$ cat config.mk
export PLATFORM = sky130hd
export DESIGN_NAME = record_ring_with_offset_lookup
export DESIGN_NICKNAME = d
export VERILOG_FILES = /design/src/hdl/rrol_pkg.sv /design/src/hdl/rrol_front.sv /design/src/hdl/rrol_back.sv /design/src/hdl/record_ring_with_offset_lookup.sv
export SDC_FILE = /design/constraint.sdc
export NUM_CORES = 1
export LEC_CHECK = 0
export BUFFER_PORTS_ARGS = -buffer_cell sky130_fd_sc_hd__clkbuf_2
export CAP_MARGIN = 15
export CORE_ASPECT_RATIO = 1.25
export CORE_MARGIN = 4
export CORE_UTILIZATION = 30
export CTS_CLUSTER_DIAMETER = 40
export DETAILED_ROUTE_END_ITERATION = 12
export PLACE_DENSITY_LB_ADDON = 0.25
export SETUP_SLACK_MARGIN = 0.1
export SYNTH_ARGS = -nofsm -noshare
export SYNTH_HDL_FRONTEND = slang
export SYNTH_SLANG_ARGS = --single-unit
$ cat constraint.sdc
create_clock -name clock -period 5.8 [get_ports clock]
set_input_delay 1.16 -clock clock [delete_from_list [all_inputs] [get_ports clock]]
set_output_delay 1.16 -clock clock [all_outputs]
set_load 0.02 [all_outputs]
$ cat src/hdl/rrol_pkg.sv
package rrol_pkg;

   localparam int TAG_W      = 32;
   localparam int REQ_LEN_W  = 16;
   localparam int OFF_W      = 20;
   localparam int RSP_SLOT_W = 4;
   localparam int RSP_OFF_W  = 16;

   // Two entries let the front take up to two more items while the back is walking.
   localparam int QUEUE_DEPTH = 2;

   typedef enum logic {
      OP_ADD  = 1'b0,
      OP_FIND = 1'b1
   } op_type;

   typedef struct packed {
      op_type               op;
      logic [TAG_W-1:0]     tag;
      logic [REQ_LEN_W-1:0] length;
      logic [OFF_W-1:0]     offset;
   } cmd_type;

   typedef struct packed {
      logic                  found;
      logic [RSP_SLOT_W-1:0] slot_index;
      logic [TAG_W-1:0]      found_tag;
      logic [RSP_OFF_W-1:0]  offset_in_record;
      logic                  overwrote_oldest;
   } rsp_type;

endpackage

$ cat src/hdl/rrol_front.sv
module rrol_front (
   input  logic                                clock,
   input  logic                                reset,
   input  logic                                start,
   output logic                                busy,
   input  logic                                req_opcode,
   input  logic [rrol_pkg::TAG_W-1:0]          req_record_tag,
   input  logic [rrol_pkg::REQ_LEN_W-1:0]      req_record_length,
   input  logic [rrol_pkg::OFF_W-1:0]          req_byte_offset,
   output logic                                cmd_valid,
   output rrol_pkg::cmd_type                   cmd,
   input  logic                                cmd_pop
);

   rrol_pkg::cmd_type q_ff [rrol_pkg::QUEUE_DEPTH];
   logic              wr_ptr_ff, wr_ptr_in;
   logic              rd_ptr_ff, rd_ptr_in;
   logic [1:0]        count_ff, count_in;
   logic              push;
   rrol_pkg::cmd_type cmd_new;

   assign busy      = (count_ff == 2'(rrol_pkg::QUEUE_DEPTH));
   assign push      = start && !busy;
   assign cmd_valid = (count_ff != 2'd0);
   assign cmd       = q_ff[rd_ptr_ff];

   // Classify the item; fields an operation ignores are dropped here.
   always_comb begin
      cmd_new.op     = rrol_pkg::op_type'(req_opcode);
      cmd_new.tag    = '0;
      cmd_new.length = '0;
      cmd_new.offset = '0;
      case (cmd_new.op)
         rrol_pkg::OP_ADD: begin
            cmd_new.tag    = req_record_tag;
            cmd_new.length = req_record_length;
         end
         rrol_pkg::OP_FIND: begin
            cmd_new.offset = req_byte_offset;
         end
         default: begin
            cmd_new.offset = '0;
         end
      endcase
   end

   always_comb begin
      wr_ptr_in = push    ? ~wr_ptr_ff : wr_ptr_ff;
      rd_ptr_in = cmd_pop ? ~rd_ptr_ff : rd_ptr_ff;
      count_in  = count_ff;
      if (push && !cmd_pop) begin
         count_in = count_ff + 2'd1;
      end else if (!push && cmd_pop) begin
         count_in = count_ff - 2'd1;
      end
   end

   always_ff @(posedge clock) begin
      if (reset) begin
         wr_ptr_ff <= 1'b0;
         rd_ptr_ff <= 1'b0;
         count_ff  <= 2'd0;
      end else begin
         wr_ptr_ff <= wr_ptr_in;
         rd_ptr_ff <= rd_ptr_in;
         count_ff  <= count_in;
      end
   end

   always_ff @(posedge clock) begin
      if (push) begin
         q_ff[wr_ptr_ff] <= cmd_new;
      end
   end

endmodule

$ cat src/hdl/rrol_back.sv
module rrol_back #(
   parameter int SLOTS       = 16,
   parameter int LENGTH_BITS = 16
) (
   input  logic              clock,
   input  logic              reset,
   input  logic              cmd_valid,
   input  rrol_pkg::cmd_type cmd,
   output logic              cmd_pop,
   output logic              rsp_strobe,
   output rrol_pkg::rsp_type rsp
);

   localparam int SLOT_W = $clog2(SLOTS);
   localparam int CNT_W  = $clog2(SLOTS + 1);
   localparam int CMP_W  = (LENGTH_BITS > rrol_pkg::OFF_W) ? LENGTH_BITS : rrol_pkg::OFF_W;
   localparam logic [SLOT_W-1:0] LAST_SLOT = SLOT_W'(SLOTS - 1);

   typedef enum logic [1:0] {
      ST_IDLE = 2'b01,
      ST_WALK = 2'b10
   } state_type;

   function automatic logic [SLOT_W-1:0] next_slot(input logic [SLOT_W-1:0] s);
      if (s == LAST_SLOT) begin
         next_slot = '0;
      end else begin
         next_slot = s + SLOT_W'(1);
      end
   endfunction

   function automatic logic [rrol_pkg::RSP_SLOT_W-1:0] rsp_slot(input logic [SLOT_W-1:0] s);
      logic [31:0] wide;
      wide     = 32'(s);
      rsp_slot = wide[rrol_pkg::RSP_SLOT_W-1:0];
   endfunction

   logic [rrol_pkg::TAG_W-1:0] tag_mem_ff [SLOTS];
   logic [LENGTH_BITS-1:0]     len_mem_ff [SLOTS];
   logic [rrol_pkg::TAG_W-1:0] tag_rd_ff;
   logic [LENGTH_BITS-1:0]     len_rd_ff;

   state_type             state_ff, state_in;
   logic [SLOT_W-1:0]     write_slot_ff, write_slot_in;
   logic [SLOT_W-1:0]     read_slot_ff, read_slot_in;
   logic                  full_ff, full_in;
   logic [SLOT_W-1:0]     idx_ff, idx_in;
   logic [CNT_W-1:0]      cnt_ff, cnt_in;
   logic [rrol_pkg::OFF_W-1:0] off_ff, off_in;
   logic                  rsp_strobe_ff, rsp_strobe_in;
   rrol_pkg::rsp_type     rsp_ff, rsp_in;

   logic [SLOT_W-1:0]     rd_addr;
   logic                  mem_we;
   logic [CNT_W-1:0]      occupancy;
   logic [CMP_W-1:0]      off_x, len_x, diff;
   logic [SLOT_W-1:0]     ws_next, rs_next;

   assign rsp_strobe = rsp_strobe_ff;
   assign rsp        = rsp_ff;

   // The walk fetches the next descriptor while the current one is tested.
   assign rd_addr = (state_ff == ST_WALK) ? next_slot(idx_ff) : read_slot_ff;

   assign off_x = CMP_W'(off_ff);
   assign len_x = CMP_W'(len_rd_ff);
   assign diff  = off_x - len_x;

   assign ws_next = next_slot(write_slot_ff);
   assign rs_next = full_ff ? next_slot(read_slot_ff) : read_slot_ff;

   always_comb begin
      if (full_ff) begin
         occupancy = CNT_W'(SLOTS);
      end else if (write_slot_ff >= read_slot_ff) begin
         occupancy = CNT_W'(write_slot_ff) - CNT_W'(read_slot_ff);
      end else begin
         occupancy = CNT_W'(write_slot_ff) + CNT_W'(SLOTS) - CNT_W'(read_slot_ff);
      end
   end

   always_comb begin
      state_in      = state_ff;
      write_slot_in = write_slot_ff;
      read_slot_in  = read_slot_ff;
      full_in       = full_ff;
      idx_in        = idx_ff;
      cnt_in        = cnt_ff;
      off_in        = off_ff;
      rsp_strobe_in = 1'b0;
      rsp_in        = rsp_ff;
      cmd_pop       = 1'b0;
      mem_we        = 1'b0;
      case (state_ff)
         ST_IDLE: begin
            if (cmd_valid) begin
               cmd_pop = 1'b1;
               if (cmd.op == rrol_pkg::OP_ADD) begin
                  mem_we        = 1'b1;
                  write_slot_in = ws_next;
                  read_slot_in  = rs_next;
                  if (ws_next == rs_next) begin
                     full_in = 1'b1;
                  end
                  rsp_strobe_in = 1'b1;
                  rsp_in        = '0;
                  rsp_in.slot_index       = rsp_slot(write_slot_ff);
                  rsp_in.overwrote_oldest = full_ff;
               end else begin
                  idx_in   = read_slot_ff;
                  cnt_in   = occupancy;
                  off_in   = cmd.offset;
                  state_in = ST_WALK;
               end
            end
         end
         ST_WALK: begin
            if (cnt_ff == '0) begin
               rsp_strobe_in = 1'b1;
               rsp_in        = '0;
               state_in      = ST_IDLE;
            end else if (off_x < len_x) begin
               rsp_strobe_in = 1'b1;
               rsp_in        = '0;
               rsp_in.found            = 1'b1;
               rsp_in.slot_index       = rsp_slot(idx_ff);
               rsp_in.found_tag        = tag_rd_ff;
               rsp_in.offset_in_record = off_ff[rrol_pkg::RSP_OFF_W-1:0];
               state_in = ST_IDLE;
            end else begin
               // Offset is at least the length here, so the difference fits.
               off_in = diff[rrol_pkg::OFF_W-1:0];
               idx_in = next_slot(idx_ff);
               cnt_in = cnt_ff - CNT_W'(1);
            end
         end
         default: begin
            state_in = ST_IDLE;
         end
      endcase
   end

   always_ff @(posedge clock) begin
      if (reset) begin
         state_ff      <= ST_IDLE;
         write_slot_ff <= '0;
         read_slot_ff  <= '0;
         full_ff       <= 1'b0;
         rsp_strobe_ff <= 1'b0;
      end else begin
         state_ff      <= state_in;
         write_slot_ff <= write_slot_in;
         read_slot_ff  <= read_slot_in;
         full_ff       <= full_in;
         rsp_strobe_ff <= rsp_strobe_in;
      end
   end

   always_ff @(posedge clock) begin
      idx_ff <= idx_in;
      cnt_ff <= cnt_in;
      off_ff <= off_in;
      rsp_ff <= rsp_in;
   end

   always_ff @(posedge clock) begin
      if (mem_we) begin
         tag_mem_ff[write_slot_ff] <= cmd.tag;
         len_mem_ff[write_slot_ff] <= LENGTH_BITS'(cmd.length);
      end
      tag_rd_ff <= tag_mem_ff[rd_addr];
      len_rd_ff <= len_mem_ff[rd_addr];
   end

endmodule

$ cat src/hdl/record_ring_with_offset_lookup.sv
// Channel   Direction  Ports                                   Transfer
// request   in         start, busy, req_*                      start high, busy low
// result    out        rsp_strobe, rsp_*                       one cycle, rsp_strobe high
//
// An add is finished in the execution unit when it is taken; a find is taken, then the walk
// passes the stored records one at a time, and then it decides on a match or none; the single
// descriptor memory read port sets this.
// The result strobe is registered: it rises in the cycle after the execution unit finishes an item.
// A two-entry queue sits between intake and execution; busy is high while it is full.
// Synchronous reset empties the ring and the queue; descriptor contents are not cleared.
// Results cannot be held off by the receiver.
module record_ring_with_offset_lookup #(
   parameter int SLOTS       = 16,
   parameter int LENGTH_BITS = 16
) (
   input  logic                                clock,
   input  logic                                reset,
   input  logic                                start,
   output logic                                busy,
   input  logic                                req_opcode,
   input  logic [rrol_pkg::TAG_W-1:0]          req_record_tag,
   input  logic [rrol_pkg::REQ_LEN_W-1:0]      req_record_length,
   input  logic [rrol_pkg::OFF_W-1:0]          req_byte_offset,
   output logic                                rsp_strobe,
   output logic                                rsp_found,
   output logic [rrol_pkg::RSP_SLOT_W-1:0]     rsp_slot_index,
   output logic [rrol_pkg::TAG_W-1:0]          rsp_found_tag,
   output logic [rrol_pkg::RSP_OFF_W-1:0]      rsp_offset_in_record,
   output logic                                rsp_overwrote_oldest
);

   logic              cmd_valid;
   logic              cmd_pop;
   rrol_pkg::cmd_type cmd;
   rrol_pkg::rsp_type rsp;

   rrol_front u_front (
      .clock             (clock),
      .reset             (reset),
      .start             (start),
      .busy              (busy),
      .req_opcode        (req_opcode),
      .req_record_tag    (req_record_tag),
      .req_record_length (req_record_length),
      .req_byte_offset   (req_byte_offset),
      .cmd_valid         (cmd_valid),
      .cmd               (cmd),
      .cmd_pop           (cmd_pop)
   );

   rrol_back #(
      .SLOTS       (SLOTS),
      .LENGTH_BITS (LENGTH_BITS)
   ) u_back (
      .clock      (clock),
      .reset      (reset),
      .cmd_valid  (cmd_valid),
      .cmd        (cmd),
      .cmd_pop    (cmd_pop),
      .rsp_strobe (rsp_strobe),
      .rsp        (rsp)
   );

   assign rsp_found            = rsp.found;
   assign rsp_slot_index       = rsp.slot_index;
   assign rsp_found_tag        = rsp.found_tag;
   assign rsp_offset_in_record = rsp.offset_in_record;
   assign rsp_overwrote_oldest = rsp.overwrote_oldest;

endmodule

==> flow_summary.json, run 1 <==
{
  "critPathLaunchType": "register",
  "coreArea_um2": 138000,
  "grtUsageTotal": 0.140,
  "drtAntennaViolNets": 0,
  "postCtsSetupRepairBufs": 0,
  "detail_route.wl_per_cell_um": 21.3,
  "firstDrtPassIters": 5,
  "synth_top_area_frac": 0.710,
  "layout_setup_ws_ns": 2.37,
  "pwr_density_cell_nw_per_um2": 474,
  "clockRootBuffer": "clkbuf_16",
  "yosys_warnings": 0,
  "drv_cap": 0,
  "crit_chain": "inv_1 > ha_1 > fa_1 > nand2b_1 > a21oi_1 > o21ai_0 > o211ai_1 > a21oi_4 > buf_4",
  "power_frac_clock": 0.327,
  "switchingPower_mw": 7.16,
  "grt_pass1_vias": 23000,
  "required_ns": 6.12,
  "grt_pass1_wl_um": 152000,
  "tightest_slew_ns": 1.05,
  "initial_core_util": 0.303,
  "skew_ns": 0.0255,
  "synth_commonest_cells": "989 x edfxtp_1, 325 x nand2_1, 168 x mux2i_1",
  "rows": 152,
  "syn_area_um2": 41800,
  "hold_viol": 0,
  "final_max_slew_viol_count": 0,
  "synthFlopType": "edfxtp_1",
  "die_area_um2": 146000,
  "die_w_um": 342,
  "path_clk_slew_ns": 0.06,
  "final_nets": 3024,
  "arrival_ns": 3.75,
  "pwr-share-seq": 0.444,
  "max_slew_margin": 0.303,
  "status": "complete, no violations",
  "yosysSeqAreaShare": 0.741,
  "drtIter0Drc": 1541,
  "switching_share": 0.310,
  "yosysMostFrequentCell": "edfxtp_1",
  "place_hpwl_um": 54800,
  "io_pins": 128,
  "grt_start_max_net_pins": 183,
  "gp_congestion": 0.724,
  "critPathSlowestCell": "buf_4",
  "slowest_delay_ns": 0.78,
  "drcViolationCount": 0,
  "synth_edf_count": 989,
  "cts_buffers": 121,
  "yosys-top-cells-area": "edfxtp_1 71%, mux2i_1 4.0%, dfxtp_1 3.1%",
  "irDropWorstVdd_mv": 0.340,
  "avgSynthCellArea_um2": 15.0,
  "die_y_um": 426,
  "dr_total_vias": 23100,
  "finalWirelength_um": 104000,
  "crit_family": "compound AO/OA/AOI/OAI gates",
  "insertion_delay_ns": 0.72,
  "period_minus_slack_ns": 3.43,
  "p_leak_nw": 16.5,
  "synth_top_area_cell": "edfxtp_1",
  "antenna_found_initial": 6,
  "setup_violations": 0,
  "crit_fanout": 54,
  "combPwrFrac": 0.229,
  "port_buffers": 127,
  "h-tree-depth": 3,
  "criticalPathCategory": "register to register",
  "final.setup.tns_ns": 0,
  "dp_cells": 4645,
  "clkSinkCount": 1054,
  "cts_tree": "built",
  "drive_above_1_share": 0.152,
  "grt_overflow": 0,
  "total_power_mw": 23.1,
  "ys_seq_elements": 1054,
  "syn_to_final_growth_pct": 16.5,
  "cts_buffer_depth": 3,
  "synthArstFlopShare": 0,
  "fmax_ghz": 0.292,
  "hold_path_class": "register to register",
  "grt_setup_unrepaired": "no",
  "cts_hold_buffers": 0,
  "fin_cells": 4875,
  "pre_cts_ws_ns": 2.28,
  "synth_nets": 2891,
  "synthCells": 2787,
  "period_share": 0.591,
  "path_buf_inv": 2,
  "fin_util": 0.354,
  "post_cts_resized": 0,
  "via_per_inst": 4.74,
  "end_kind": "register",
  "internal_power_mw": 15.9,
  "synth.distinct_cells": 56
}
==> worst register-to-register path: cells and delay by family (launching register included) <==
kind / cells / cell delay, ns
buffers and inverters: 2 / 0.87
AND/OR/NAND/NOR: 1 / 0.17
flip-flops: 1 / 0.36
AO/OA/AOI/OAI: 4 / 1.18
adder cells (fa/ha/maj): 2 / 0.38
==> flip-flops by register name, indices dropped and copies added, names as in the netlist, named ones only <==
| signal | flops |
|---|---|
| u_back.rsp_strobe | 1 |
| u_front.count_ff | 2 |
| u_back.tag_mem_ff | 512 |
| u_back.write_slot_ff | 4 |
| u_front.rd_ptr_ff | 1 |
| u_front.wr_ptr_ff | 1 |
| u_back.len_mem_ff | 256 |
| u_back.full_ff | 1 |
| u_back.off_ff | 20 |
| u_back.idx_ff | 4 |
| u_front.q_ff | 138 |
| u_back.read_slot_ff | 4 |
| u_back.rsp | 54 |
| u_back.cnt_ff | 5 |
| u_back.len_rd_ff | 16 |
| u_back.tag_rd_ff | 32 |
| u_back.state_ff | 2 |
==> power groups by stage <==
stage	combinational (mW)	clock, mW	sequential, mW
after floorplan	3.57	0	10.4
after global placement	5.37	0	10.4
after detailed placement	5.40	0	10.4
after CTS	5.43	7.76	10.3
after global routing	5.89	8.08	10.3
final	5.29	7.56	10.2
==> kinds of logic after synthesis <==
kind of cell,after synthesis,synth area share
and+or+nand+nor,785,0.0922
AOI/OAI and AO/OA,455,0.0712
muxes,220,0.0547
buffers and inverters,210,0.0245
adders and majority gates,32,0.00993
DFF,1054,0.741
xor gates and xnor gates,31,0.00649
==> area by class of cell <==
cell class | count | area, um2
Fill cell | 13200 | 89100
Sequential cell | 1054 | 31000
Multi-Input combinational cell | 1523 | 10100
Clock buffer | 157 | 3290
Tap cell | 1848 | 2310
Timing Repair Buffer | 180 | 1190
Clock inverter | 72 | 736
Inverter | 40 | 158
Antenna cell | 1 | 2.50
==> per-layer routing <==
metal / GRT usage / routed length, um / up-vias
li1: - / - / 10800
met1: 0.184 / 46200 / 11700
met2: 0.241 / 51100 / 425
met3: 0.0200 / 4710 / 122
met4: 0.0406 / 1960 / 0
met5: 0 / 0 / -
==> path summary, 6_finish.rpt <==
| check | endpoint | from | cells after the start | slack [ns] |
|---|---|---|---|---|
| max | u_back.rsp[35] | u_back.off_ff[0] | 9 | 2.37 |
| min | u_back.state_ff[0] | u_back.state_ff[0] | 1 | 0.50 |
| max reg2reg | u_back.rsp[35] | u_back.off_ff[0] | 9 | 2.37 |
| min reg2reg | u_back.state_ff[0] | u_back.state_ff[0] | 1 | 0.50 |
==> stage by stage <==
stage / hold WS [ns] / cell area [um2]
2_1_floorplan: 0.465 / 41800
3_3_place_gp: 0.483 / 44700
3_5_place_dp: 0.490 / 44700
4_1_cts: 0.504 / 48700
5_1_grt: 0.522 / 48700
6_report: 0.501 / 48700
==> cells in the final DEF (no fill, tap or decap), types with 5 or more instances in the layout <==
cell type,n
inv_8,6
mux2i_1,168
bufinv_16,8
nor2_1,31
buf_12,12
ha_1,29
clkinvlp_4,9
a31oi_1,5
nor2_4,13
xor2_1,19
mux2_2,50
edfxtp_1,989
clkinv_1,8
nand4_1,50
clkbuf_2,126
inv_1,38
nand2b_1,12
buf_4,42
o21ai_0,28
clkbuf_8,8
a32oi_1,48
a211oi_1,160
nor3_1,5
clkbuf_1,26
xnor2_1,12
nand3_1,104
nand2_1,325
a21oi_1,129
clkinv_8,5
nor2b_1,157
dfxtp_1,64
clkbuf_16,123
clkinv_2,17
o22ai_1,6
inv_6,18
and3_1,5
and2_1,67
o21ai_1,46
(Power assumes the default switching activity.)
==> run 2, diff against run 1 <==
Clock period 5.8 ns to 3.41 ns, I/O delays scaled along.
==> run 2 against run 1 <==
  * Clock power rose by 77%
  * Die area did not move
  * Utilization rose by 0.68 points
  * Critical path depth fell by 1
  * Worst hold slack got worse by 0.24 ns
  * Sequential share of layout area fell by 1.2 points
  * Sequential power rose by 71%
  * Largest power group unchanged
  * Fmax rose by 16%
==> flow_summary.json, run 2 (same netlist as run 1, synthesis figures left out) <==
{
  "syn_to_final_growth_pct": 18.7,
  "tightest_slew_ns": 0.753,
  "h-tree-depth": 4,
  "insertion_delay_ns": 0.74,
  "grt_start_max_net_pins": 93,
  "cts_tree": "built",
  "irDropWorstVdd_mv": 0.476,
  "grt_pass1_vias": 23300,
  "setup_violations": 0,
  "final_max_slew_viol_count": 0,
  "period_minus_slack_ns": 2.96,
  "grt_pass1_wl_um": 155000,
  "cts_buffer_depth": 3,
  "pre_cts_ws_ns": 0.403,
  "gp_congestion": 0.750,
  "die_area_um2": 146000,
  "crit_fanout": 54,
  "grtUsageTotal": 0.143,
  "final_common_cell": "edfxtp_1",
  "status": "complete, no violations",
  "required_ns": 3.78,
  "port_buffers": 127,
  "clockRootBuffer": "clkbuf_16",
  "drv_cap": 0,
  "pwr-share-seq": 0.432,
  "switching_share": 0.305,
  "end_kind": "register",
  "place_hpwl_um": 58200,
  "combPwrFrac": 0.233,
  "io_pins": 128,
  "die_y_um": 426,
  "dr_total_vias": 23300,
  "die_w_um": 342,
  "criticalPathCategory": "register to register",
  "fin_util": 0.360,
  "fin_cells": 4917,
  "fmax_ghz": 0.338,
  "initial_core_util": 0.303,
  "final_cell_mix": "989 x edfxtp_1, 325 x nand2_1, 168 x mux2i_1",
  "pwr_density_cell_nw_per_um2": 809,
  "grt_overflow": 0,
  "clkSinkCount": 1054,
  "arrival_ns": 3.33,
  "drive_above_1_share": 0.164,
  "drtIter0Drc": 1467,
  "hold_path_class": "input port to register",
  "largestRegisters": "u_back.tag_mem_ff: 512 flops, u_back.len_mem_ff: 256 flops, u_front.q_ff: 138 flops",
  "top_register": "u_back.tag_mem_ff",
  "finalWirelength_um": 105000,
  "switchingPower_mw": 12.3,
  "coreArea_um2": 138000,
  "largest_register_ff_count": 512,
  "skew_ns": 0.0323,
  "period_share": 0.867,
  "power_frac_clock": 0.335,
  "via_per_inst": 4.74,
  "drcViolationCount": 0,
  "detail_route.wl_per_cell_um": 21.4,
  "max_slew_margin": 0.498,
  "dp_cells": 4683,
  "final_nets": 3071,
  "critPathLaunchType": "register",
  "antenna_found_initial": 4,
  "path_clk_slew_ns": 0.05,
  "internal_power_mw": 27.9,
  "firstDrtPassIters": 7,
  "hold_viol": 0,
  "drtAntennaViolNets": 0,
  "p_leak_nw": 16.9,
  "rows": 152,
  "layout_setup_ws_ns": 0.452,
  "cts_buffers": 130,
  "grt_setup_unrepaired": "no",
  "fillerInstances": 13000,
  "total_power_mw": 40.2
}
[run 2: cell type report]
type | instances | area (um2) | share of cell area
Antenna cell | 1 | 2.50 | 0.0000504
Clock buffer | 169 | 3570 | 0.0718
Clock inverter | 64 | 683 | 0.0138
Inverter | 40 | 158 | 0.00317
Multi-Input combinational cell | 1523 | 10100 | 0.203
Sequential cell | 1054 | 31000 | 0.624
Tap cell | 1848 | 2310 | 0.0465
Timing Repair Buffer | 218 | 1860 | 0.0374
[run 2: what timing repair did]
item,CTS,global route
setup endpoints to repair,0,29
hold endpoints to repair,0,0
gates resized for setup,0,1
buffers inserted,0,0
hold buffers,0,0
[run 2: stage by stage]
stage          hold WS, ns  setup TNS, ns  area [um2]
3_3_place_gp         0.483              0       45400
2_1_floorplan        0.465        -326.24       41900
5_1_grt              0.220              0       49700
3_5_place_dp         0.489              0       45400
6_report             0.261              0       49700
4_1_cts              0.192              0       49700
[run 2: worst max-delay path: stages (launching register included)]
cell and delay, ns:
edfxtp_1 0.39, ha_1 0.35, a21oi_1 0.29, o21ai_0 0.21
a311oi_2 0.41, o211ai_1 0.14, buf_4 0.19, a21oi_4 0.16
buf_12 0.38
[run 2: power groups by stage]
stage / Sequential (mW) / Clock (mW) / Combinational, mW
finish: 17.4 / 13.4 / 9.37
global placement: 17.6 / 0 / 9.55
CTS: 17.4 / 13.8 / 9.60
global route: 17.5 / 14.4 / 10.4
detailed placement: 17.6 / 0 / 9.56
floorplan: 17.6 / 0 / 6.10
[run 2: worst paths after layout]
kind	to	start	slack, ns	cells past startpoint
max	u_back.rsp[34]	u_back.off_ff[9]	0.45	8
min	u_front.q_ff[0][13]	req_byte_offset[13]	0.26	2
max reg2reg	u_back.rsp[34]	u_back.off_ff[9]	0.45	8
min reg2reg	u_back.rsp[26]	u_back.tag_rd_ff[9]	0.50	1
[run 2: metal layers]
| metal | global-route usage | wire length (um) |
|---|---|---|
| met1 | 0.185 | 45600 |
| met2 | 0.243 | 51800 |
| met3 | 0.0304 | 5580 |
| met4 | 0.0412 | 2270 |
| met5 | 0 | 0 |
